**config.mk**
```make
export PLATFORM = sky130hd
export DESIGN_NAME = typed_bytes_to_double_top
export DESIGN_NICKNAME = d
export VERILOG_FILES = /design/src/sv/tbd_pkg.sv /design/src/sv/tbd_front.sv /design/src/sv/tbd_back.sv /design/src/sv/typed_bytes_to_double_top.sv
export SDC_FILE = /design/constraint.sdc
export NUM_CORES = 1
export LEC_CHECK = 0
export BUFFER_PORTS_ARGS = -buffer_cell sky130_fd_sc_hd__buf_4
export CAP_MARGIN = 25
export CORE_MARGIN = 4
export CORE_UTILIZATION = 60
export DETAILED_ROUTE_END_ITERATION = 8
export PLACE_DENSITY = 0.8
export SLEW_MARGIN = 25
export SYNTH_ARGS = -nofsm -noshare
export SYNTH_HDL_FRONTEND = slang
export SYNTH_SLANG_ARGS = --single-unit
```
**constraint.sdc**
```tcl
create_clock -name clk -period 6.6 [get_ports clk]
set_input_delay 0.99 -clock clk [delete_from_list [all_inputs] [get_ports clk]]
set_output_delay 0.99 -clock clk [all_outputs]
set_load 0.03 [all_outputs]
```
**src/sv/tbd_pkg.sv**
```systemverilog
// Package with shared types, codes and helpers for the typed byte decoder.
package tbd_pkg;

  typedef enum logic [2:0] {
    OP_U8  = 3'd0,
    OP_I8  = 3'd1,
    OP_U16 = 3'd2,
    OP_I16 = 3'd3,
    OP_U32 = 3'd4,
    OP_I32 = 3'd5,
    OP_F32 = 3'd6,
    OP_F64 = 3'd7
  } opcode_t;

  typedef enum logic [1:0] {
    KIND_INT,
    KIND_F32,
    KIND_F64
  } kind_t;

  // Classified item passed from the front part to the back part.
  typedef struct packed {
    kind_t       kind;
    logic        neg;
    logic [32:0] mag;
    logic [63:0] word;
    logic [3:0]  byte_count;
  } item_t;

  localparam int QUEUE_DEPTH = 2;
  localparam int QUEUE_AW    = 1;

  // Position of the most significant set bit of a 33-bit value.
  function automatic logic [5:0] msb_pos33(input logic [32:0] v);
    logic [5:0] p;
    p = '0;
    for (int i = 0; i < 33; i++) begin
      if (v[i]) p = 6'(i);
    end
    return p;
  endfunction

endpackage

```
**src/sv/tbd_front.sv**
```systemverilog
// Front part: gathers the field bytes and classifies the item.
module tbd_front import tbd_pkg::*; (
  input  logic        clk,
  input  logic        rst,
  input  logic        byte_order,
  input  logic        in_valid,
  output logic        in_ready,
  input  logic [2:0]  opcode,
  input  logic [63:0] raw_bytes,
  output logic        q_valid,
  input  logic        q_ready,
  output item_t       q_item
);

  item_t       item;
  logic [63:0] w;
  logic [3:0]  n;
  item_t       slot [QUEUE_DEPTH];
  logic [QUEUE_AW-1:0] wr_ptr, rd_ptr;
  logic [QUEUE_AW:0]   count;
  logic        push, pop;

  always_comb begin
    w = '0;
    case (opcode_t'(opcode))
      OP_U8, OP_I8: begin
        n = 4'd1;
        w[7:0] = raw_bytes[7:0];
      end
      OP_U16, OP_I16: begin
        n = 4'd2;
        w[15:0] = byte_order ? {raw_bytes[7:0], raw_bytes[15:8]} : raw_bytes[15:0];
      end
      OP_U32, OP_I32, OP_F32: begin
        n = 4'd4;
        w[31:0] = byte_order ? {raw_bytes[7:0], raw_bytes[15:8], raw_bytes[23:16],
                                raw_bytes[31:24]} : raw_bytes[31:0];
      end
      default: begin
        n = 4'd8;
        for (int i = 0; i < 8; i++) begin
          w[8*i +: 8] = byte_order ? raw_bytes[8*(7-i) +: 8] : raw_bytes[8*i +: 8];
        end
      end
    endcase
    item.word       = w;
    item.byte_count = n;
    item.neg        = 1'b0;
    item.mag        = {1'b0, w[31:0]};
    item.kind       = KIND_INT;
    case (opcode_t'(opcode))
      OP_I8: begin
        item.neg = w[7];
        item.mag = w[7] ? 33'(9'h100 - {1'b0, w[7:0]}) : {25'd0, w[7:0]};
      end
      OP_I16: begin
        item.neg = w[15];
        item.mag = w[15] ? 33'(17'h10000 - {1'b0, w[15:0]}) : {17'd0, w[15:0]};
      end
      OP_I32: begin
        item.neg = w[31];
        item.mag = w[31] ? 33'(33'h100000000 - {1'b0, w[31:0]}) : {1'b0, w[31:0]};
      end
      OP_F32:  item.kind = KIND_F32;
      OP_F64:  item.kind = KIND_F64;
      default: item.kind = KIND_INT;
    endcase
  end

  assign in_ready = (count != (QUEUE_AW+1)'(QUEUE_DEPTH));
  assign push     = in_valid && in_ready;
  assign q_valid  = (count != '0);
  assign pop      = q_valid && q_ready;
  assign q_item   = slot[rd_ptr];

  always_ff @(posedge clk) begin
    if (push) slot[wr_ptr] <= item;
    if (rst) begin
      wr_ptr <= '0;
      rd_ptr <= '0;
      count  <= '0;
    end else begin
      if (push) wr_ptr <= wr_ptr + 1'b1;
      if (pop)  rd_ptr <= rd_ptr + 1'b1;
      count <= count + (QUEUE_AW+1)'(push) - (QUEUE_AW+1)'(pop);
    end
  end

  a_count_bound: assert property (@(posedge clk) disable iff (rst)
    count <= (QUEUE_AW+1)'(QUEUE_DEPTH)) else $error("queue overflow");
  a_no_push_full: assert property (@(posedge clk) disable iff (rst)
    !in_ready |-> count == (QUEUE_AW+1)'(QUEUE_DEPTH)) else $error("bad ready");
  a_count_track: assert property (@(posedge clk) disable iff (rst)
    (push && !pop) |=> count == $past(count) + 1'b1) else $error("count slip");

endmodule

```
**src/sv/tbd_back.sv**
```systemverilog
// Back part: converts a classified item into a double and holds the result.
module tbd_back import tbd_pkg::*; (
  input  logic        clk,
  input  logic        rst,
  input  logic        q_valid,
  output logic        q_ready,
  input  item_t       q_item,
  output logic        out_valid,
  input  logic        out_ready,
  output logic [63:0] value_bits,
  output logic [3:0]  byte_count
);

  logic [63:0] v;
  logic [5:0]  p;
  logic [32:0] src;
  logic [84:0] sh;
  logic [7:0]  ex;
  logic [22:0] fr;

  always_comb begin
    ex  = q_item.word[30:23];
    fr  = q_item.word[22:0];
    src = (q_item.kind == KIND_F32) ? {10'd0, fr} : q_item.mag;
    p   = msb_pos33(src);
    sh  = {52'd0, src} << (6'd52 - p);
    v   = '0;
    case (q_item.kind)
      KIND_INT: begin
        if (src != '0) v = {q_item.neg, 11'(11'd1023 + 11'(p)), sh[51:0]};
      end
      KIND_F32: begin
        v[63] = q_item.word[31];
        if (ex == 8'hFF) v[62:0] = {11'h7FF, fr, 29'd0};
        else if (ex == 8'd0) begin
          if (fr != '0) v[62:0] = {11'(11'd874 + 11'(p)), sh[51:0]};
        end else v[62:0] = {11'(11'(ex) + 11'd896), fr, 29'd0};
      end
      default: v = q_item.word;
    endcase
  end

  assign q_ready = !out_valid || out_ready;

  always_ff @(posedge clk) begin
    if (q_valid && q_ready) begin
      value_bits <= v;
      byte_count <= q_item.byte_count;
    end
    if (rst) out_valid <= 1'b0;
    else if (q_ready) out_valid <= q_valid;
  end

  a_hold: assert property (@(posedge clk) disable iff (rst)
    (out_valid && !out_ready) |=> out_valid && $stable(value_bits))
    else $error("result lost");
  a_count_ok: assert property (@(posedge clk) disable iff (rst)
    out_valid |-> (byte_count == 4'd1 || byte_count == 4'd2 ||
                   byte_count == 4'd4 || byte_count == 4'd8))
    else $error("bad byte count");
  a_load: assert property (@(posedge clk) disable iff (rst)
    (q_valid && q_ready) |=> out_valid) else $error("result not shown");

endmodule

```
**src/sv/typed_bytes_to_double_top.sv**
```systemverilog
// Top level of the typed byte to double decoder.
//
//  channel  | handshake             | payload
//  ---------+-----------------------+------------------------------
//  config   | cfg_valid / cfg_ready | cfg_data (byte_order, bit 0)
//  input    | in_valid / in_ready   | opcode, raw_bytes
//  output   | out_valid / out_ready | value_bits, byte_count
//
// One transaction is accepted per cycle while in_ready is high. An input
// transaction is written into the front queue, then moves into the output
// register when the back part is ready, and leaves as an output transaction.
// The path runs through the front queue and the result register.
// Reset clears the queue, the result valid flag and byte_order.
// A stalled output fills the queue, after which in_ready drops.
// Configuration writes are always accepted.
module typed_bytes_to_double_top import tbd_pkg::*; (
  input  logic        clk,
  input  logic        rst,
  input  logic        cfg_valid,
  output logic        cfg_ready,
  input  logic        cfg_data,
  input  logic        in_valid,
  output logic        in_ready,
  input  logic [2:0]  opcode,
  input  logic [63:0] raw_bytes,
  output logic        out_valid,
  input  logic        out_ready,
  output logic [63:0] value_bits,
  output logic [3:0]  byte_count
);

  logic  byte_order;
  logic  q_valid, q_ready;
  item_t q_item;

  // The single configuration register.
  assign cfg_ready = 1'b1;
  always_ff @(posedge clk) begin
    if (rst) byte_order <= 1'b0;
    else if (cfg_valid) byte_order <= cfg_data;
  end

  // The front gathers and classifies, the back converts.
  tbd_front u_front (
    .clk, .rst, .byte_order, .in_valid, .in_ready, .opcode, .raw_bytes,
    .q_valid, .q_ready, .q_item
  );

  tbd_back u_back (
    .clk, .rst, .q_valid, .q_ready, .q_item,
    .out_valid, .out_ready, .value_bits, .byte_count
  );

endmodule
```
==> impl_metrics.ini <==
[global_route]
grt.total_usage_pct = 39.64
grt_start_max_net_pins = 69
grt_pass1_wl_mm = 93.72
grt_pass1_vias = 14430
antenna_found_initial = 0
grt_remaining_overflow = 0

[status]
outcome = finished, final reports clean

[finish]
nets = 1839
diodes = 0
final_layout_size_suffix_gt1_share_pct = 19.83
fin_area_um2 = 19930
fin_cells = 2164
area.growth.synth_to_final_pct = 14.83
utilization_pct = 69.63

[critical_path]
crit_path_end_kind = flip-flop
reg2reg_depth = 18
cp_max_fo = 14
r2r-start = u_front.slot[0][103]
critical_path_arrival_ns = 6.32
rrSetupSlack_ns = 0.57
worstSetupPathType = reg2reg
cp.required_ns = 6.89
start_kind = flip-flop
rr_endpoint = u_back.value_bits[36]

[cts]
clkSinkCount = 283
cts_hold_buffers = 0
cts_resized = 0
insertion_delay_ns = 0.58
cts_made_buffers = 30
clock_path_buffers = 3
post-cts-setup-buffers = 0
tritoncts = yes
cts_htree_levels = 1
clkTransAtPathRegs_ns = 0.07
cts_root_buf = clkbuf_16

[sta]
slew_viol_final = 0
final_hold_viol_count = 0
fin_worst_skew_ns = 0.01646
worst_pin_slew_ns = 1.140
grt_setup_unrepaired = no
fin_crit_sh_pct = 91.30
slew-limit-headroom_pct = 21.80
max_clock_freq_ghz = 0.1660
setup_viol = 0
fin_tns_setup_ns = 0
fin_crit_ns = 6.026

[detailed_routing]
drt_pass1_iterations = 6
routedWlPerCell_um = 29.59
vias_per_cell = 7.142
drtIter0Drc = 2439
vias = 15460
antenna_left = 0
wirelength_mm = 64.03
drc = 0

[yosys]
syn_area_per_cell_um2 = 10.66
synth.distinct_cells = 98
synth_sequential_area_ratio_pct = 48.56
synth-edff-count = 276
yosysMostFrequentCell = edfxtp_1
syn_inst = 1628
yosys.area.top_type = edfxtp_1
synth-async-reset-ratio_pct = 0
yosys-top-cells-count = edfxtp_1, mux2i_1, nor2_1, nand2_1, a21oi_1
synth.top_cell.area_share_pct = 47.75
yosys_warnings = 0
synth_flop_cell = edfxtp_1
synth_area_leaders = edfxtp_1, mux2i_1, nor2_1
syn_area_um2 = 17360
synth-seq-cells = 283

[die]
fp.coreArea_um2 = 28630
std_cell_rows = 62
die_y_um = 178.1
io_pins = 144
dieArea_um2 = 31710
dieWidth_um = 178.1
initial_core_util_pct = 60.63

[power_and_ir_drop]
intPower_mw = 6.405
ir_drop_v = 0.0003319
swShare_pct = 48.94
combinationalPowerShare_pct = 62.5
p_leak_nw = 7.508
p_switching_mw = 6.139
power.density_nw_per_um2 = 629.4
clkPwrFrac_pct = 14.4
power.total_mw = 12.54
p_seq_share_pct = 23.1

[hold_path]
whs_endpoint = u_front.rd_ptr
hold_start = u_front.rd_ptr
hold_path.class = reg2reg
hold_depth = 2

[placed_design]
dp_cells = 2108
gp_congestion = 1.135
dpl_cell_area_um2 = 18860
dp_hpwl_mm = 47.67
numPortBuffers = 142

[flow_run]
max_cap_violations = 0
## critical path, cell delays in order (launching register included)
cell and delay (ns):
edfxtp_1 0.52, nand2b_1 0.54, buf_4 0.32, mux2i_1 0.24, mux2i_1 0.18, a211oi_1 0.31
nor3_1 0.10, o31a_1 0.33, o21ai_0 0.41, nand2_1 0.26, ha_1 0.31, nand2_1 0.10
nor3_1 0.08, or4_1 0.83, mux4_2 0.58, nor2_1 0.11, a31oi_1 0.06, a221oi_1 0.32
o22ai_1 0.14
## registers in the layout, indices dropped and copies added (netlist names), named ones only
| register | flops |
|---|---|
| u_back.value_bits | 64 |
| byte_order | 1 |
| u_front.slot | 208 |
| u_front.rd_ptr | 1 |
| u_front.wr_ptr | 1 |
| u_back.out_valid | 1 |
| u_back.byte_count | 4 |
| u_front.count | 2 |
## power by group through the flow
stage	logic, mW	registers (mW)	clock network (mW)
final	7.84	2.89	1.81
after global routing	8.20	2.92	1.89
after CTS	7.61	2.88	1.81
after detailed placement	7.57	2.91	0
after global placement	7.60	2.89	0
after floorplan	4.73	3.27	0
## cell families after synthesis
family / after synthesis / synth area share (%)
buf+inv: 149 / 4.232
compound gates: 415 / 16.88
xor+xnor: 25 / 1.262
other cells: 2 / 0.04327
flops: 283 / 48.56
mux: 224 / 14.24
fa+ha+maj: 10 / 0.7209
simple gates: 520 / 14.06
## cell usage in the layout, fill, tap and decap left out, drive strengths merged, types with 20 or more instances in the layout
cell,netlist,routed
nand2,153,153
buf,53,202
mux2i,176,176
clkbuf,54,31
nor3,38,38
nand2b,20,20
mux2,34,34
a21oi,84,84
o21ai,81,81
nand3,36,36
edfxtp,276,276
o221ai,24,24
nor2,175,175
inv,41,47
a211oi,35,35
o22ai,37,37
## layout make-up
type	instances	area (um^2)
fillers	2015	8695
flip-flops and latches	283	8436
multi-input cells	1197	8257
repair buffers	202	1529
clock buffers	31	754.5
well taps	384	480.5
clock inverters	25	314.1
inverters	42	160.2
## worst max path at each step
stage	start	endpoint	slack [ns]	cells past startpoint
4_1_cts	u_front.slot[0][103]	u_back.value_bits[36]	0.79	18
2_1_floorplan	in_valid	u_front.slot[0][0]	0.62	2
3_5_place_dp	u_front.slot[1][102]	u_back.value_bits[36]	0.85	20
5_1_grt	u_front.slot[0][103]	u_back.value_bits[36]	0.25	18
3_3_place_gp	u_front.slot[1][102]	u_back.value_bits[36]	0.93	20
6_report	u_front.slot[0][103]	u_back.value_bits[36]	0.57	18
## routing by layer
metal / vias to the layer above / global-route usage, % / wire, um
li1: 6488 / - / -
met1: 7313 / 52.10 / 22250
met2: 1385 / 61.77 / 28550
met3: 270 / 7.885 / 8411
met4: 0 / 22.37 / 4818
met5: - / 0 / 0
## stage by stage
step	hold slack, ns	worst slack [ns]
after floorplan	0.4795	0.6172
after global placement	0.5010	0.9297
after detailed placement	0.5151	0.8454
after CTS	0.5310	0.7855
after global routing	0.5639	0.2513
final	0.5214	0.5742
Note: power is estimated with default switching activity, not from simulation.
